<file path="src/rtl/core/tqvg_pkg.sv">
package tqvg_pkg;

  // Default map limits (tiles)
  localparam int unsigned MaxMapWidthDef  = 1024;
  localparam int unsigned MaxMapHeightDef = 1024;

  // Field widths
  localparam int unsigned TileNumW  = 16;  // magnitude bits of a non-empty tile number
  localparam int unsigned MapWidthW = 11;
  localparam int unsigned SizeW     = 8;   // tile_width, tile_height, atlas_tiles_per_row
  localparam int unsigned CfgIdxW   = 2;
  localparam int unsigned PosW      = 18;
  localparam int unsigned TexXW     = 16;
  localparam int unsigned TexYW     = 24;
  localparam int unsigned SlotW     = 20;  // vertex_index without the corner bits
  localparam int unsigned CornerW   = 2;
  localparam int unsigned VertexW   = SlotW + CornerW;

  // Stream packing
  localparam int unsigned InDataW  = 24;
  localparam int unsigned OutDataW = 104;

  // Reset values of the registers
  localparam logic [MapWidthW-1:0] MapWidthRst   = 11'd16;
  localparam logic [SizeW-1:0]     TileWidthRst  = 8'd32;
  localparam logic [SizeW-1:0]     TileHeightRst = 8'd32;
  localparam logic [SizeW-1:0]     AtlasPerRowRst = 8'd8;

  typedef enum logic [CfgIdxW-1:0] {
    REG_MAP_WIDTH     = 2'd0,
    REG_TILE_WIDTH    = 2'd1,
    REG_TILE_HEIGHT   = 2'd2,
    REG_ATLAS_PER_ROW = 2'd3
  } cfg_reg_e;

  typedef enum logic [CornerW-1:0] {
    CORNER_TL = 2'd0,
    CORNER_TR = 2'd1,
    CORNER_BR = 2'd2,
    CORNER_BL = 2'd3
  } corner_e;

  typedef enum logic [1:0] {
    ST_IDLE,
    ST_CALC,
    ST_MUL,
    ST_EMIT
  } seq_state_e;

  // Control of a bit-serial unit: load operands, then shift one bit per step
  typedef struct packed {
    logic load;
    logic step;
  } ser_ctl_t;

endpackage

</file>
<file path="src/rtl/core/tqvg_div.sv">
// Restoring divider, one quotient bit per step, MSB first
module tqvg_div import tqvg_pkg::*; (
  input  logic                clk_i,
  input  ser_ctl_t            ctl_i,
  input  logic [TileNumW-1:0] dividend_i,
  input  logic [SizeW-1:0]    divisor_i,
  output logic [TileNumW-1:0] quot_o,
  output logic [SizeW-1:0]    rem_o
);

  logic [TileNumW-1:0] quot_q, quot_d;
  logic [SizeW-1:0]    rem_q, rem_d;
  logic [SizeW-1:0]    div_q, div_d;
  logic [SizeW:0]      shifted;
  logic [SizeW:0]      diff;
  logic                fits;

  // Trial subtraction of the divisor from the shifted partial remainder
  always_comb begin
    shifted = {rem_q, quot_q[TileNumW-1]};
    diff    = shifted - {1'b0, div_q};
    fits    = (shifted >= {1'b0, div_q});
    quot_d  = quot_q;
    rem_d   = rem_q;
    div_d   = div_q;
    if (ctl_i.load) begin
      quot_d = dividend_i;
      rem_d  = '0;
      div_d  = divisor_i;
    end else if (ctl_i.step) begin
      quot_d = {quot_q[TileNumW-2:0], fits};
      rem_d  = fits ? diff[SizeW-1:0] : shifted[SizeW-1:0];
    end
  end

  always_ff @(posedge clk_i) begin
    quot_q <= quot_d;
    rem_q  <= rem_d;
    div_q  <= div_d;
  end

  assign quot_o = quot_q;
  assign rem_o  = rem_q;

endmodule

</file>
<file path="src/rtl/core/tqvg_mul.sv">
// Shift-add multiplier, one multiplier bit per step, MSB first.
// Product is kept modulo 2^AW; a_i must hold steady while stepping.
module tqvg_mul import tqvg_pkg::*; #(
  parameter int unsigned AW = 18,
  parameter int unsigned BW = 8
) (
  input  logic          clk_i,
  input  ser_ctl_t      ctl_i,
  input  logic [AW-1:0] a_i,
  input  logic [BW-1:0] b_i,
  output logic [AW-1:0] p_o
);

  logic [AW-1:0] acc_q, acc_d;
  logic [BW-1:0] b_q, b_d;

  always_comb begin
    acc_d = acc_q;
    b_d   = b_q;
    if (ctl_i.load) begin
      acc_d = '0;
      b_d   = b_i;
    end else if (ctl_i.step) begin
      acc_d = {acc_q[AW-2:0], 1'b0} + (b_q[BW-1] ? a_i : '0);
      b_d   = b_q << 1;
    end
  end

  always_ff @(posedge clk_i) begin
    acc_q <= acc_d;
    b_q   <= b_d;
  end

  assign p_o = acc_q;

endmodule

</file>
<file path="src/rtl/core/tile_quad_vertex_generator_top.sv">
// Tile quad vertex generator. Tile numbers arrive in map row-major order on the
// slave stream (tuser high restarts column and row at zero before that tile).
// A tile with the sign bit set is empty: it is taken while idle, moves the map
// position on and gives no item. Any other tile gives four items, top-left,
// top-right, bottom-right, bottom-left, with tlast on the fourth. A non-empty
// tile closes the input until its last corner is handed out: it is accepted,
// the bit-serial restoring divider splits the tile number into atlas column and
// row while the map slot product runs alongside, the shift-add multipliers
// scale by tile size, and the corners are handed out while the output takes
// them. The user must write registers through cfg_* only while no tile is in
// flight; the block itself does not enforce it.
module tile_quad_vertex_generator_top import tqvg_pkg::*; #(
  parameter int unsigned MAX_MAP_WIDTH  = MaxMapWidthDef,
  parameter int unsigned MAX_MAP_HEIGHT = MaxMapHeightDef
) (
  input  logic                 clk_i,
  input  logic                 rst_ni,
  // Configuration write port
  input  logic                 cfg_we_i,
  input  logic [CfgIdxW-1:0]   cfg_idx_i,
  input  logic [MapWidthW-1:0] cfg_wdata_i,
  // Tile stream in
  input  logic                 s_axis_tvalid,
  output logic                 s_axis_tready,
  input  logic [InDataW-1:0]   s_axis_tdata,  // [16:0] tile_number, zero pad
  input  logic                 s_axis_tuser,  // [0] first_of_map
  // Corner stream out
  output logic                 m_axis_tvalid,
  input  logic                 m_axis_tready,
  output logic [OutDataW-1:0]  m_axis_tdata,  // [21:0] vertex_index, [23:22] corner,
                                              // [41:24] pos_x, [59:42] pos_y,
                                              // [75:60] tex_x, [99:76] tex_y, zero pad
  output logic                 m_axis_tlast   // last
);

  localparam int unsigned ColW  = (MAX_MAP_WIDTH > 1) ? $clog2(MAX_MAP_WIDTH) : 1;
  localparam int unsigned RowW  = (MAX_MAP_HEIGHT > 1) ? $clog2(MAX_MAP_HEIGHT) : 1;
  localparam int unsigned EwW   = $clog2(MAX_MAP_WIDTH + 1);
  localparam int unsigned PhLen = (EwW > TileNumW) ? EwW : TileNumW;
  localparam int unsigned CntW  = $clog2(PhLen);

  // Configuration registers
  logic [MapWidthW-1:0] map_width_q;
  logic [SizeW-1:0]     tile_width_q, tile_height_q, atlas_per_row_q;

  always_ff @(posedge clk_i or negedge rst_ni) begin
    if (!rst_ni) begin
      map_width_q     <= MapWidthRst;
      tile_width_q    <= TileWidthRst;
      tile_height_q   <= TileHeightRst;
      atlas_per_row_q <= AtlasPerRowRst;
    end else if (cfg_we_i) begin
      case (cfg_reg_e'(cfg_idx_i))
        REG_MAP_WIDTH:     map_width_q     <= cfg_wdata_i;
        REG_TILE_WIDTH:    tile_width_q    <= cfg_wdata_i[SizeW-1:0];
        REG_TILE_HEIGHT:   tile_height_q   <= cfg_wdata_i[SizeW-1:0];
        REG_ATLAS_PER_ROW: atlas_per_row_q <= cfg_wdata_i[SizeW-1:0];
        default: ;
      endcase
    end
  end

  // Effective map width clamped to 1 .. MAX_MAP_WIDTH, atlas width of 0 acts as 1
  logic [EwW-1:0]   eff_width;
  logic [SizeW-1:0] per_row;

  always_comb begin
    if (map_width_q == '0) begin
      eff_width = EwW'(1);
    end else if (32'(map_width_q) > 32'(MAX_MAP_WIDTH)) begin
      eff_width = EwW'(MAX_MAP_WIDTH);
    end else begin
      eff_width = EwW'(map_width_q);
    end
    per_row = (atlas_per_row_q == '0) ? SizeW'(1) : atlas_per_row_q;
  end

  // Sequencer
  seq_state_e state_q, state_d;
  logic [CntW-1:0] cnt_q, cnt_d;
  corner_e corner_q, corner_d, corner_nxt;
  logic out_valid_q, out_valid_d;
  logic in_fire, in_empty, in_first, emit_fire, emit_done;
  ser_ctl_t div_ctl, slot_ctl, scale_ctl;

  assign in_empty  = s_axis_tdata[TileNumW];
  assign in_first  = s_axis_tuser;
  assign in_fire   = s_axis_tvalid && s_axis_tready;
  assign emit_fire = (state_q == ST_EMIT) && (!out_valid_q || m_axis_tready);
  assign emit_done = emit_fire && (corner_q == CORNER_BL);

  always_comb begin
    state_d = state_q;
    case (state_q)
      ST_IDLE: if (in_fire && !in_empty) state_d = ST_CALC;
      ST_CALC: if (cnt_q == CntW'(PhLen - 1)) state_d = ST_MUL;
      ST_MUL:  if (cnt_q == CntW'(SizeW - 1)) state_d = ST_EMIT;
      ST_EMIT: if (emit_done) state_d = ST_IDLE;
      default: state_d = ST_IDLE;
    endcase
  end

  always_comb begin
    s_axis_tready  = 1'b0;
    div_ctl        = '0;
    slot_ctl       = '0;
    scale_ctl      = '0;
    case (state_q)
      ST_IDLE: begin
        s_axis_tready  = 1'b1;
        div_ctl.load   = in_fire;
        slot_ctl.load  = in_fire;
        scale_ctl.load = in_fire;
      end
      ST_CALC: begin
        div_ctl.step  = (32'(cnt_q) < 32'(TileNumW));
        slot_ctl.step = (32'(cnt_q) < 32'(EwW));
      end
      ST_MUL:  scale_ctl.step = 1'b1;
      ST_EMIT: ;
      default: ;
    endcase
  end

  // Step counter and corner counter
  always_comb begin
    cnt_d = cnt_q;
    if (state_d != state_q) begin
      cnt_d = '0;
    end else if (state_q == ST_CALC || state_q == ST_MUL) begin
      cnt_d = cnt_q + CntW'(1);
    end
    case (corner_q)
      CORNER_TL: corner_nxt = CORNER_TR;
      CORNER_TR: corner_nxt = CORNER_BR;
      CORNER_BR: corner_nxt = CORNER_BL;
      CORNER_BL: corner_nxt = CORNER_TL;
      default:   corner_nxt = CORNER_TL;
    endcase
    corner_d = emit_fire ? corner_nxt : corner_q;
    out_valid_d = emit_fire ? 1'b1 : (m_axis_tready ? 1'b0 : out_valid_q);
  end

  always_ff @(posedge clk_i or negedge rst_ni) begin
    if (!rst_ni) begin
      state_q     <= ST_IDLE;
      cnt_q       <= '0;
      corner_q    <= CORNER_TL;
      out_valid_q <= 1'b0;
    end else begin
      state_q     <= state_d;
      cnt_q       <= cnt_d;
      corner_q    <= corner_d;
      out_valid_q <= out_valid_d;
    end
  end

  // Map position: column and row of the tile in flight, advanced after it
  logic [ColW-1:0] col_q, col_d, col_src;
  logic [RowW-1:0] row_q, row_d, row_src;
  logic [ColW:0]   col_inc;
  logic [RowW:0]   row_inc;
  logic            col_wrap, row_room;

  always_comb begin
    col_src = (in_fire && in_first) ? '0 : col_q;
    row_src = (in_fire && in_first) ? '0 : row_q;
    col_inc  = {1'b0, col_src} + (ColW + 1)'(1);
    row_inc  = {1'b0, row_src} + (RowW + 1)'(1);
    col_wrap = (32'(col_inc) >= 32'(eff_width));
    row_room = (32'(row_inc) < 32'(MAX_MAP_HEIGHT));
    col_d = col_q;
    row_d = row_q;
    if ((in_fire && in_empty) || emit_done) begin
      col_d = col_wrap ? '0 : col_inc[ColW-1:0];
      row_d = (col_wrap && row_room) ? row_inc[RowW-1:0] : row_src;
    end else if (in_fire) begin
      col_d = col_src;
      row_d = row_src;
    end
  end

  always_ff @(posedge clk_i or negedge rst_ni) begin
    if (!rst_ni) begin
      col_q <= '0;
      row_q <= '0;
    end else begin
      col_q <= col_d;
      row_q <= row_d;
    end
  end

  // Atlas column and row
  logic [TileNumW-1:0] atlas_row;
  logic [SizeW-1:0]    atlas_col;

  tqvg_div u_div (
    .clk_i      (clk_i),
    .ctl_i      (div_ctl),
    .dividend_i (s_axis_tdata[TileNumW-1:0]),
    .divisor_i  (per_row),
    .quot_o     (atlas_row),
    .rem_o      (atlas_col)
  );

  // Serial products
  logic [SlotW-1:0] slot_base;
  logic [PosW-1:0]  px_base, py_base;
  logic [TexXW-1:0] tx_base;
  logic [TexYW-1:0] ty_base;

  tqvg_mul #(.AW(SlotW), .BW(EwW)) u_mul_slot (
    .clk_i (clk_i),
    .ctl_i (slot_ctl),
    .a_i   (SlotW'(row_q)),
    .b_i   (eff_width),
    .p_o   (slot_base)
  );

  tqvg_mul #(.AW(PosW), .BW(SizeW)) u_mul_px (
    .clk_i (clk_i),
    .ctl_i (scale_ctl),
    .a_i   (PosW'(col_q)),
    .b_i   (tile_width_q),
    .p_o   (px_base)
  );

  tqvg_mul #(.AW(PosW), .BW(SizeW)) u_mul_py (
    .clk_i (clk_i),
    .ctl_i (scale_ctl),
    .a_i   (PosW'(row_q)),
    .b_i   (tile_height_q),
    .p_o   (py_base)
  );

  tqvg_mul #(.AW(TexXW), .BW(SizeW)) u_mul_tx (
    .clk_i (clk_i),
    .ctl_i (scale_ctl),
    .a_i   (TexXW'(atlas_col)),
    .b_i   (tile_width_q),
    .p_o   (tx_base)
  );

  tqvg_mul #(.AW(TexYW), .BW(SizeW)) u_mul_ty (
    .clk_i (clk_i),
    .ctl_i (scale_ctl),
    .a_i   (TexYW'(atlas_row)),
    .b_i   (tile_height_q),
    .p_o   (ty_base)
  );

  // Corner offsets and output register
  logic             dx, dy;
  logic [SlotW-1:0] slot;
  logic [SlotW-1:0] slot_q;
  corner_e          ocorner_q;
  logic [PosW-1:0]  pos_x_q, pos_y_q;
  logic [TexXW-1:0] tex_x_q;
  logic [TexYW-1:0] tex_y_q;
  logic             last_q;

  assign dx   = (corner_q == CORNER_TR) || (corner_q == CORNER_BR);
  assign dy   = (corner_q == CORNER_BR) || (corner_q == CORNER_BL);
  assign slot = slot_base + SlotW'(col_q);

  always_ff @(posedge clk_i) begin
    if (emit_fire) begin
      slot_q    <= slot;
      ocorner_q <= corner_q;
      pos_x_q   <= px_base + (dx ? PosW'(tile_width_q) : '0);
      pos_y_q   <= py_base + (dy ? PosW'(tile_height_q) : '0);
      tex_x_q   <= tx_base + (dx ? TexXW'(tile_width_q) : '0);
      tex_y_q   <= ty_base + (dy ? TexYW'(tile_height_q) : '0);
      last_q    <= (corner_q == CORNER_BL);
    end
  end

  assign m_axis_tvalid = out_valid_q;
  assign m_axis_tlast  = last_q;
  assign m_axis_tdata  = {(OutDataW - VertexW - CornerW - 2 * PosW - TexXW - TexYW)'(0),
                          tex_y_q, tex_x_q, pos_y_q, pos_x_q, ocorner_q, slot_q, ocorner_q};

endmodule

</file>
<file path="config.mk">
export PLATFORM = sky130hd
export DESIGN_NAME = tile_quad_vertex_generator_top
export DESIGN_NICKNAME = d
export VERILOG_FILES = /design/src/rtl/core/tqvg_pkg.sv /design/src/rtl/core/tqvg_div.sv /design/src/rtl/core/tqvg_mul.sv /design/src/rtl/core/tile_quad_vertex_generator_top.sv
export SDC_FILE = /design/constraint.sdc
export NUM_CORES = 1
export LEC_CHECK = 0
export BUFFER_PORTS_ARGS = -buffer_cell sky130_fd_sc_hd__clkbuf_2
export CORE_UTILIZATION = 32
export DETAILED_ROUTE_END_ITERATION = 7
export SLEW_MARGIN = 40
export SYNTH_ARGS = -nofsm -noshare
export SYNTH_HDL_FRONTEND = slang
export SYNTH_SLANG_ARGS = --single-unit
export TNS_END_PERCENT = 20
</file>
<file path="constraint.sdc">
create_clock -name clk_i -period 4.3 [get_ports clk_i]
set_input_delay 0.86 -clock clk_i [delete_from_list [all_inputs] [get_ports clk_i]]
set_output_delay 0.86 -clock clk_i [all_outputs]
set_load 0.01 [all_outputs]
</file>
# After elaboration in Yosys (flattened, before gate mapping)
# Index checks and enable logic that the tools add are counted.
[word_totals]
regBits = 334
word_cells = 137
inputBits = 43
out_inout_bits = 107
[op_classes]
n_reduce_logical = 29
order_cmp = 5
add_sub_neg = 14
eq_ne = 12
n_mux = 47
[op_table]
columns = ["operator", "n"]
rows = [
  ["$mux 8", 14],
  ["$mux 10", 11],
  ["$mux 16", 3],
  ["$mux 11", 4],
  ["$add 18x18->18", 2],
  ["$add 18x8->18", 2],
  ["$add 24x24->24", 1],
  ["$add 24x8->24", 1],
  ["$add 10x1->11 const B", 2],
  ["$add 20x10->20", 1],
  ["$add 20x20->20", 1],
  ["$add 16x16->16", 1],
  ["$add 16x8->16", 1],
  ["$pmux 2 s4", 2],
  ["$eq 2x2->1 const B", 6],
  ["$reduce_bool 2->1", 6],
  ["$ge 11x11->1", 1],
  ["$gt 11x11->1 const B", 1],
  ["$logic_not 11->1", 1],
  ["$lt 11x11->1 const B", 1],
  ["$ge 9x8->1", 1],
  ["$logic_not 8->1", 1],
  ["$mux 2", 4],
  ["$mux 4", 2],
  ["other kinds (13)", 37],
]

# Logic depth before layout (Yosys ltp)
# Gate-level depths: netlist (run 1).
[depth]
ltp_word = 10
mapped_depth = 21
depth_no_buf = 18

# Cells and area by module
# A second synthesis (run 1) with hierarchy kept.
[hier_totals]
cells_unflattened = 2158
area_unflattened_um2 = 21453.1
[modules_own_cells]
columns = ["module", "seq_area_each_um2", "area_per_inst_um2", "n_inst", "cells_each"]
rows = [
  ["tile_quad_vertex_generator_top", 4579.4, 9291.4, 1, 829],
  ["tqvg_mul at u_mul_px ...", 600.6, 2006.9, 2, 230],
  ["tqvg_mul at u_mul_ty", 720.7, 2542.4, 1, 304],
  ["tqvg_mul at u_mul_slot", 730.7, 2193.4, 1, 247],
  ["tqvg_mul at u_mul_tx", 560.5, 1739.2, 1, 183],
  ["tqvg_div", 880.8, 1672.9, 1, 135],
]

# Least setup slack after synthesis (run 1)
# Ideal clock, no wire load.
[synth_timing]
path_kind = "in2reg"
from = "in m_axis_tready"
to = "reg col_q[2]"
required_ps = 4179
stages = 8
setup_ps = 121
t_arrival_ps = 3969
path_buffers = 1
slack_ps = 210
cell_sequence = "nand2b_1 > nand2_1 > inv_1 > nand2_1 > and2_1 > clkbuf_1 > a32oi_1 > nand2_1"
[synth_between]
elab_chain_len = 5
elab_cells_between_ends = 6
classes_between = "1 x mux; 5 x reduce/logical"
[synth_lines]
columns = ["item", "line_no", "rtl"]
rows = [
  ["from (decl)", "tile_quad_vertex_generator_top.sv:29", "input logic m_axis_tready,"],
  ["$logic_or 1x1->1 (*)", "tile_quad_vertex_generator_top.sv:89", "assign emit_fire = (state_q == ST_EMIT) && (!out_valid_q || m_axis_tready);"],
  ["$logic_and 1x1->1 (*)", "tile_quad_vertex_generator_top.sv:89", ""],
  ["named net emit_fire", "tile_quad_vertex_generator_top.sv:83", "logic in_fire, in_empty, in_first, emit_fire, emit_done;"],
  ["$logic_and 1x1->1 (*)", "tile_quad_vertex_generator_top.sv:90", "assign emit_done = emit_fire && (corner_q == CORNER_BL);"],
  ["$logic_or 1x1->1 (*)", "tile_quad_vertex_generator_top.sv:174", "if ((in_fire && in_empty) || emit_done) begin"],
  ["$mux 10 / $reduce_bool 2->1 (equally long branches)", "-", ""],
  ["to (signal assigned)", "tile_quad_vertex_generator_top.sv:188", "col_q <= col_d;"],
  ["to (decl)", "tile_quad_vertex_generator_top.sv:159", "logic [ColW-1:0] col_q, col_d, col_src;"],
]
# The timed path passes the listed nets; every way through them passes the cells marked *.
# A chain may end at the register's enable or synchronous reset.

# Worst setup path after layout (run 1)
[layout_timing]
from = "reg state_q[0]"
to = "reg row_q[7]"
[layout_between]
elab_chain_len = 10
elab_cells_between_ends = 20
classes_between = "2 x add/sub; 2 x order compare; 1 x eq/ne; 6 x mux; 9 x reduce/logical"
[layout_lines]
columns = ["item", "line_no", "rtl"]
rows = [
  ["from (decl)", "tile_quad_vertex_generator_top.sv:79", "seq_state_e state_q, state_d;"],
  ["from (signal assigned)", "tile_quad_vertex_generator_top.sv:151", "state_q <= state_d;"],
  ["$logic_not 2->1", "tile_quad_vertex_generator_top.sv:108", "case (state_q)"],
  ["$mux 1", "tile_quad_vertex_generator_top.sv:108", ""],
  ["$logic_and 1x1->1", "tile_quad_vertex_generator_top.sv:88", "assign in_fire = s_axis_tvalid && s_axis_tready;"],
  ["$logic_and 1x1->1", "tile_quad_vertex_generator_top.sv:166, tile_quad_vertex_generator_top.sv:167", ""],
  ["$mux 10, on equally long branches", "tile_quad_vertex_generator_top.sv:166, tile_quad_vertex_generator_top.sv:167", ""],
  ["$add 10x1->11, on equally long branches", "tile_quad_vertex_generator_top.sv:168, tile_quad_vertex_generator_top.sv:169", ""],
  ["$ge 11x11->1 / $lt 11x11->1 (equally long branches)", "tile_quad_vertex_generator_top.sv:170, tile_quad_vertex_generator_top.sv:171", ""],
  ["$logic_and 1x1->1", "tile_quad_vertex_generator_top.sv:176", "row_d = (col_wrap && row_room) ? row_inc[RowW-1:0] : row_src;"],
  ["$mux 10", "tile_quad_vertex_generator_top.sv:176", ""],
  ["$mux 10", "tile_quad_vertex_generator_top.sv:174", ""],
  ["to (signal assigned)", "tile_quad_vertex_generator_top.sv:189", "row_q <= row_d;"],
  ["to (decl)", "tile_quad_vertex_generator_top.sv:160", "logic [RowW-1:0] row_q, row_d, row_src;"],
]
# Parallel ways exist; a longest one is shown, timed or not. The select of a mux whose other input is x is not followed.

==> flow_summary.yaml, run 1 <==
global_routing:
  grt_pass1_vias: 13500
  grt_pass1_wl_um: 71700
  grt_usage_pct: 15.7
  antenna_found_initial: 0
  overflow: 0
  grt_max_degree: 64
synthesis:
  synth_fa_ha_area_share_pct: 9.53
  synthMuxAreaShare_pct: 3.87
  synth-compound-area-share_pct: 13.8
  synth-simple-area-share_pct: 16.3
  yosys.area_share.xor_xnor_pct: 8.04
  ys_seq_elements: 318
  yosys.area.top_type: "edfxtp_1"
  avgSynthCellArea_um2: 9.81
  ys_warn_count: 0
  synth_seq_area_share_pct: 45.0
  yosys_most_used_dff: "edfxtp_1"
  synthArstFlopShare_pct: 20.1
  ys_top_cells_by_area: "edfxtp_1, dfxtp_1, ha_1, dfrtp_1, xnor2_1"
  synth.distinct_cells: 85
  synth_most_common_cell: "nand2_1"
  synth_common_cells: "nand2_1, edfxtp_1, a21oi_1, ha_1, nor2_1"
  synth_edf_count: 150
  syn_inst: 1856
  synth_top_area_share_pct: 24.7
  synth_top_family_by_area: "simple AND/OR/NAND/NOR gates"
  syn-cell-area_mm2: 0.0182
place:
  dp_hpwl_um: 33100
  place_congestion: 0.885
  numPortBuffers: 138
  dp_cells: 2682
  pre_cts_ws_ns: 0.225
detailed_routing:
  drtIter0Drc: 817
  wl_per_cell_um: 16.3
  drc: 0
  routed_wl_um: 45000
  ant_nets: 0
  drtPass1Iterations: 6
  num_vias: 13700
  vias_per_cell: 4.98
clock_tree:
  clk_pin_slew_ns: 0.06
  cts_tree: "built"
  ctsHtreeMaxLevel: 2
  clock_latency_ns: 0.56
  cts_buffers: 38
  root_buffer: "clkbuf_16"
  hold_buffers: 0
  clock-sinks: 318
  clockBufferDepth: 3
sta:
  setup_violations: 0
  worstMarginPinSlew_ns: 0.798
  slew_violations: 0
  rsz0062_at_grt: "no"
  fin_skew_ns: 0.0285
  fin_ws_ns: 0.319
  fin_crit_ns: 3.98
  hold_violations: 0
  period_share_pct: 92.6
  slew_headroom_pct: 46.8
  setup-tns-final_ns: 0
  fmax_ghz: 0.251
die:
  rows: 87
  boundaryPins: 150
  fp.dieW_um: 240
  dieArea_mm2: 0.0578
  core_mm2: 0.0563
  start_util_pct: 32.3
  chipHeight_um: 240
worst_setup_path:
  crit_path_max_fanout: 8
  cpPeakStageDelay_ns: 0.44
  path_buf_inv: 1
  end_kind: "flop"
  critPathLaunchType: "flop"
  crit_family: "simple AND/OR/NAND/NOR gates"
  crit_top_cell: "a21oi_1"
  worstPathRequired_ns: 4.78
  crit_chain: "inv_1 > ha_2 > and3_1 > nor2b_1 > ha_1 > nand3_1 > nor2_1 > nand3_2 > or3_1 > a21oi_1 > ha_1 > a21o_1 > a21oi_1 > a21oi_2 > o31ai_4 > or4_1 > a21oi_1"
  slowest_stage: "dfrtp_1"
  critPathArrivalTime_ns: 4.47
  path_class: "flop to flop"
power:
  combPwrFrac_pct: 38.9
  p_sw_mw: 5.46
  p_per_area_mw_per_mm2: 681
  power.internal_mw: 8.79
  p_leak_nw: 8.78
  power_mw: 14.2
  swShare_pct: 38.3
  p_seq_share_pct: 38.1
  power_frac_clock_pct: 23.0
  max-vdd-ir-drop_mv: 0.267
status:
  status: "completed"
finish:
  final_cells: 2752
  nNetsFinal: 2141
  areaGrowthSynthToFinish_pct: 15.0
  drive_above_1_share_pct: 13.9
  antenna_cells: 0
worst_hold_path:
  min_path_type: "input port to asynchronous set/reset pin"
run:
  drv_cap: 0
## worst reg2reg max path, delay by kind of cell (launching register included)
kind                       cells  cell delay (ns)
and+or+nand+nor                7             1.63
buffers and inverters          1             0.17
DFF                            1             0.44
adders and majority gates      3             0.69
AOI/OAI and AO/OA              6             0.98
## power groups by stage
stage                     registers (mW)  logic [mW]  clock network [mW]
final                               5.43        5.54                3.28
after global routing                5.57        6.23                3.49
after detailed placement            5.50        5.54                   0
after CTS                           5.44        5.58                3.36
after floorplan                     5.22        4.19                   0
after global placement              5.46        5.38                   0
## cells in the final DEF, fill, tap and decap left out, types with 6 or more instances in the layout
master and instances:
a21oi_1 123, clkbuf_1 6, inv_1 72, o21ai_0 115
nor2_1 117, dfrtp_1 60, nand4_1 20, edfxtp_1 150
or3_1 15, o21a_1 22, and2_1 64, clkbuf_8 7
nand3_1 45, a21o_1 27, nor2b_1 21, nand3b_1 12
o21bai_1 8, fa_1 11, dfxtp_1 104, nand2b_1 25
buf_4 11, xor2_1 65, a22o_1 6, and3_1 18
clkbuf_2 137, nor3_1 31, a211oi_1 26, clkbuf_16 43
mux2i_1 31, mux2_2 35, a31oi_1 8, o211ai_1 10
nand2_1 220, xnor2_1 102, ha_1 119
## cell type report
type                    count  area [µm²]
repair buffers            150         793
well taps                 756         946
flip-flops and latches    318        8190
clock inverters            14        96.3
fillers                  5622       35300
multi-input cells        1384        9430
inverters                  74         280
clock buffers              56        1190
## registers in the layout, summed over array words and instances (netlist names), 10 cells and up
| register | cells |
|---|---|
| row_q | 10 |
| pos_x_q | 18 |
| u_mul_slot.b_q | 11 |
| u_mul_px.p_o | 18 |
| pos_y_q | 18 |
| u_mul_py.p_o | 18 |
| map_width_q | 11 |
| u_mul_ty.p_o | 24 |
| u_mul_tx.p_o | 16 |
| u_div.quot_o | 16 |
| slot_q | 20 |
| u_mul_slot.p_o | 20 |
| tex_x_q | 16 |
| col_q | 10 |
| tex_y_q | 24 |
## cell families after synthesis
group,count (synthesis)
AO/OA/AOI/OAI,399
XOR/XNOR,167
adder cells (fa/ha/maj),132
buffers and inverters,157
flip-flops,318
multiplexers,66
other,1
AND/OR/NAND/NOR,616
## per-stage QoR
stage,cell area [µm²],util (%),hold slack (ns)
after detailed placement,19600,34.9,0.465
after floorplan,18200,-,0.445
after global placement,19600,34.9,0.459
final,20900,37.2,0.234
after CTS,20900,37.2,0.222
after global routing,20900,37.2,0.248
## worst paths after layout
| check | start | to | slack (ns) | cells past startpoint |
|---|---|---|---|---|
| worst max-delay path | state_q[0] | row_q[7] | 0.32 | 17 |
| worst min-delay path | rst_ni | map_width_q[8] | 0.23 | 1 |
| worst max register to register | state_q[0] | row_q[7] | 0.32 | 17 |
| worst min register to register | u_mul_slot.p_o[3] | u_mul_slot.p_o[3] | 0.48 | 2 |
| max in group asynchronous | rst_ni | corner_q[0] | 3.09 | 2 |
| min in group clk_i | u_mul_slot.p_o[3] | u_mul_slot.p_o[3] | 0.48 | 2 |
## repair_timing
item / 4_1_cts / 5_1_grt
buffers inserted: 0 / 0
endpoints found under the setup margin: 0 / 6
gates resized for setup: 0 / 4
## per-layer routing
layer  vias up  global-route usage (%)  part of all wire, %
met5         -                       0                    0
met2       249                    25.8                   46
li1       6780                       -                    -
met1      6595                    20.8                   47
met4         0                    5.08                  2.5
met3        73                    2.64                  4.1
No activity file was read; power rests on OpenSTA's default activity.
==> inputs of run 2 (changes only) <==
Clock period 4.3 ns to 5.1 ns, I/O delays scaled along.
==> run 2 against run 1 <==
Compared with the run above:
- the flow now finishes with violations (DRC)
- critical path depth decreased by 1
- count of clock-buffer cells in the layout decreased by 7
- via count increased by 0.21%
- sequential power decreased by 15%
- largest cell class unchanged
- cell area decreased by 0.31%
- register-to-register slack improved by 0.67 ns
- largest power group unchanged
- die area unchanged
- critical endpoint is now row_q[6]
- sequential share of layout area increased by 0.12 points
- maximum frequency decreased by 3.3%
==> flow_summary.yaml, run 2 (same netlist as run 1, synthesis figures left out) <==
status:
  status: "finished with violations"
  violations: "DRC"
clock_tree:
  hold_buffers: 0
  cts_resized: 0
  ctsHtreeMaxLevel: 2
  cts_buffers: 39
  postCtsSetupBuffers: 0
  clock_latency_ns: 0.56
  cts_tree: "built"
  root_buffer: "clkbuf_16"
  clockBufferDepth: 3
  clock-sinks: 318
  clk_pin_slew_ns: 0.06
sta:
  holdWs_ns: 0.412
  setup-tns-final_ns: 0
  period_share_pct: 80.7
  slew_headroom_pct: 44.2
  slew_violations: 0
  worstMarginPinSlew_ns: 0.836
  setup_violations: 0
  hold_violations: 0
  rsz0062_at_grt: "no"
  fin_crit_ns: 4.12
  fin_skew_ns: 0.0214
  fmax_ghz: 0.243
  fin_ws_ns: 0.985
detailed_routing:
  vias_per_cell: 4.98
  drtIter0Drc: 715
  drtPass1Iterations: 7
  routed_wl_um: 45300
  ant_nets: 0
  num_vias: 13700
  drc: 2
  wl_per_cell_um: 16.5
power:
  p_seq_share_pct: 38.3
  swShare_pct: 38.6
  p_sw_mw: 4.63
  power.internal_mw: 7.35
  p_per_area_mw_per_mm2: 574
  p_leak_nw: 8.76
  max-vdd-ir-drop_mv: 0.262
  combPwrFrac_pct: 38.8
  power_frac_clock_pct: 22.9
place:
  dp_hpwl_um: 33400
  numPortBuffers: 138
  place_congestion: 0.875
  pre_cts_ws_ns: 0.884
  dpl_cell_area_mm2: 0.0196
global_routing:
  antenna_found_initial: 0
  grt_pass1_vias: 13500
  overflow: 0
  grt_usage_pct: 15.9
  grt_max_degree: 62
  grt_pass1_wl_um: 72700
worst_setup_path:
  end_kind: "flop"
  worstPathRequired_ns: 5.55
  slowest_stage: "o31ai_2"
  crit_top_cell: "ha_1"
  r2r_slack_ns: 0.98
  path_class: "flop to flop"
  critPathArrivalTime_ns: 4.57
  r2r-start: "state_q[0]"
  crit_chain: "inv_1 > ha_1 > and3_1 > nor2b_1 > ha_1 > nand3_1 > nor2_1 > nand3_1 > xor2_1 > ha_1 > a21o_1 > a21oi_1 > o31ai_2 > o31ai_2 > nor3_1 > o221a_2"
  crit_path_max_fanout: 8
  r2r_cells: 16
  reg2reg_to: "row_q[6]"
  cpPeakStageDelay_ns: 0.53
  critPathLaunchType: "flop"
finish:
  antenna_cells: 0
  fin_area_mm2: 0.0209
  final_util_pct: 37.1
  areaGrowthSynthToFinish_pct: 14.7
  layout_common_cells: "nand2_1, edfxtp_1, clkbuf_2"
  drive_above_1_share_pct: 13.8
  final_common_cell: "nand2_1"
  nNetsFinal: 2143
die:
  chipHeight_um: 240
  core_mm2: 0.0563
  boundaryPins: 150
  rows: 87
  fp.dieW_um: 240
  start_util_pct: 32.3
  dieArea_mm2: 0.0578
run:
  drv_cap: 0
worst_hold_path:
  min_path_type: "input port to asynchronous set/reset pin"
[run 2: routing by layer]
metal	GRT usage (%)	wire, µm	vias up
met2	25.5	20700	300
li1	-	-	6779
met5	0	0	-
met3	2.57	2190	89
met4	6.39	1460	0
met1	21.3	21000	6558
[run 2: through the flow]
step | std cells | power [mW]
after global placement | 2683 | 9.14
after floorplan | 1859 | 7.93
after global routing | 2755 | 12.9
after detailed placement | 2683 | 9.29
final | 2755 | 12.0
after CTS | 2755 | 12.1
[run 2: worst max-delay path by stage]
stage             startpoint        to  cells past startpoint
2_1_floorplan  m_axis_tready  col_q[2]                      8
3_3_place_gp   s_axis_tvalid  row_q[6]                     15
3_5_place_dp   s_axis_tvalid  row_q[5]                     15
4_1_cts           state_q[0]  row_q[5]                     16
5_1_grt           state_q[0]  row_q[9]                     15
6_report          state_q[0]  row_q[6]                     16
[run 2: power by group through the flow]
| stage | sequential, mW | clock [mW] | combinational [mW] |
|---|---|---|---|
| after floorplan | 4.40 | 0 | 3.53 |
| after global placement | 4.61 | 0 | 4.53 |
| after detailed placement | 4.64 | 0 | 4.65 |
| after CTS | 4.59 | 2.84 | 4.67 |
| after global routing | 4.71 | 2.91 | 5.24 |
| final | 4.59 | 2.75 | 4.64 |
[run 2: cell type report]
class                   count  area, µm²
clock buffers              49       1020
clock inverters            23        225
fillers                  5605      35400
inverters                  74        280
multi-input cells        1384       9410
flip-flops and latches    318       8190
well taps                 756        946
repair buffers            151        791
[run 2: worst max-delay path, delay by kind of cell, from the launching register on]
kind,cells,cell delay [ns]
AO/OA/AOI/OAI,5,1.29
AND/OR/NAND/NOR,6,0.99
adder cells (fa/ha/maj),3,0.86
flip-flops,1,0.45
XOR/XNOR,1,0.25
buffers and inverters,1,0.17
==> inputs of run 3 (changes only) <==
Clock period 5.1 ns to 4.2 ns, I/O delays scaled along.
==> run 3 against run 2 <==
Compared with the run above:
- the run now ends clean
- combinational power increased by 24%
- non-clock buffer count increased by 5
- utilization grew 0.38 points
- routed wire length rose by 0.40%
- maximum frequency increased by 5.0%
- via count up 0.41%
- clock skew about the same
- cell area increased by 1.0%
- count of clock-buffer cells in the layout fell by 1
- critical endpoint is now col_q[2]
- largest cell class unchanged
==> flow_summary.yaml, run 3 (same netlist as run 1, synthesis figures left out) <==
global_routing:
  grt_pass1_vias: 13500
  grt_max_degree: 100
  antenna_found_initial: 1
  grt_usage_pct: 16.0
  grt_pass1_wl_um: 72600
  overflow: 0
clock_tree:
  clock-sinks: 318
  root_buffer: "clkbuf_16"
  clock_latency_ns: 0.56
  cts_tree: "built"
  ctsHtreeMaxLevel: 2
  clockBufferDepth: 3
  hold_buffers: 0
  clk_pin_slew_ns: 0.06
  cts_buffers: 39
run:
  drv_cap: 0
worst_setup_path:
  reg2reg_to: "col_q[2]"
  critPathLaunchType: "flop"
  worstPathRequired_ns: 4.64
  r2r-start: "state_q[0]"
  r2r_cells: 19
  critPathArrivalTime_ns: 4.36
  r2r_slack_ns: 0.28
  end_kind: "flop"
  crit_path_max_fanout: 12
  path_class: "flop to flop"
detailed_routing:
  vias_per_cell: 5.00
  drtIter0Drc: 804
  drc: 0
  drtPass1Iterations: 5
  routed_wl_um: 45500
  wl_per_cell_um: 16.5
  num_vias: 13800
  ant_nets: 0
sta:
  worstMarginPinSlew_ns: 0.805
  rsz0062_at_grt: "no"
  period_share_pct: 93.3
  fmax_ghz: 0.255
  slew_headroom_pct: 45.9
  fin_skew_ns: 0.0211
  slew_violations: 0
  hold_violations: 0
  setup_violations: 0
  fin_crit_ns: 3.92
finish:
  layout_common_cells: "nand2_1, edfxtp_1, clkbuf_2"
  antenna_cells: 0
  areaGrowthSynthToFinish_pct: 15.9
  final_common_cell: "nand2_1"
  fin_area_mm2: 0.0211
  nNetsFinal: 2148
  drive_above_1_share_pct: 14.4
place:
  dp_hpwl_um: 33400
  place_congestion: 0.854
  dpl_cell_area_mm2: 0.0197
  numPortBuffers: 138
die:
  fp.dieW_um: 240
  dieArea_mm2: 0.0578
  core_mm2: 0.0563
  chipHeight_um: 240
  boundaryPins: 150
  rows: 87
  start_util_pct: 32.3
power:
  combPwrFrac_pct: 38.6
  power.internal_mw: 9.22
  p_leak_nw: 8.84
  power_frac_clock_pct: 24.2
  swShare_pct: 38.1
  p_seq_share_pct: 37.2
  p_sw_mw: 5.66
  power_mw: 14.9
  p_per_area_mw_per_mm2: 706
  max-vdd-ir-drop_mv: 0.351
worst_hold_path:
  min_path_type: "input port to asynchronous set/reset pin"
status:
  status: "completed"
[run 3: cell count changes in the layout (fill, tap and decap cells not counted), moves of 3 or more]
cell	change
buf_4	+3
clkbuf_1	-5
clkbuf_16	+3
clkinv_2	-4
inv_6	-3
[run 3: worst max path at each step]
stage                              from  endpoint  slack (ns)  cells past startpoint
final                        state_q[0]  col_q[2]        0.28                     19
after floorplan           m_axis_tready  col_q[2]        0.13                      8
after detailed placement  s_axis_tvalid  row_q[9]        0.14                     14
after global routing         state_q[0]  col_q[2]        0.02                     19
after global placement    s_axis_tvalid  col_q[2]       -0.02                     15
after CTS                    state_q[0]  row_q[7]        0.18                     15
[run 3: critical path, stage by stage, from the launching register on]
cell	delay (ns)
dfrtp_2	0.41
inv_1	0.14
ha_1	0.25
and3_1	0.21
nor2b_1	0.20
ha_2	0.26
nand3_1	0.12
nor2_1	0.16
nand3_2	0.16
or3_1	0.40
a21oi_1	0.21
ha_1	0.18
a21o_1	0.12
a21o_1	0.23
nor2_1	0.07
nand2_1	0.14
o41ai_4	0.08
buf_4	0.21
a32oi_1	0.20
nand2_1	0.07
[run 3: layer usage]
| metal | global-route usage, % | share of wire, % | routed length, µm |
|---|---|---|---|
| met5 | 0 | 0.026 | 12 |
| met4 | 6.47 | 3.0 | 1360 |
| met3 | 2.78 | 4.9 | 2210 |
| met2 | 25.6 | 46 | 21000 |
| met1 | 21.2 | 46 | 21000 |
[run 3: cell type report]
cell class | instances | area (µm²)
Clock inverter | 23 | 282
Clock buffer | 48 | 1090
Inverter | 74 | 280
Timing Repair Buffer | 156 | 838
Fill cell | 5578 | 35200
Tap cell | 756 | 946
Sequential cell | 318 | 8200
Multi-Input combinational cell | 1384 | 9450
[run 3: power groups by stage]
stage	Sequential, mW	Combinational [mW]	Clock (mW)
after floorplan	5.34	4.29	0
final	5.54	5.74	3.60
after CTS	5.55	5.77	3.70
after global placement	5.57	5.57	0
after global routing	5.70	6.45	3.82
after detailed placement	5.61	5.73	0
[run 3: metrics by stage]
stage | TNS [ns] | setup WS (ns) | util [%] | instances | hold WS (ns)
6_report | 0 | 0.281 | 37.5 | 2759 | 0.345
3_5_place_dp | 0 | 0.143 | 34.9 | 2687 | 0.471
2_1_floorplan | 0 | 0.130 | - | 1859 | 0.445
3_3_place_gp | -0.0306 | -0.0199 | 34.9 | 2687 | 0.458
5_1_grt | 0 | 0.0160 | 37.5 | 2759 | 0.388
4_1_cts | 0 | 0.181 | 37.4 | 2758 | 0.334
[run 3: repair_timing]
| item | CTS | global route |
|---|---|---|
| endpoints found under the setup margin | 0 | 16 |
| setup buffers | 0 | 1 |
| gates resized for setup | 0 | 7 |
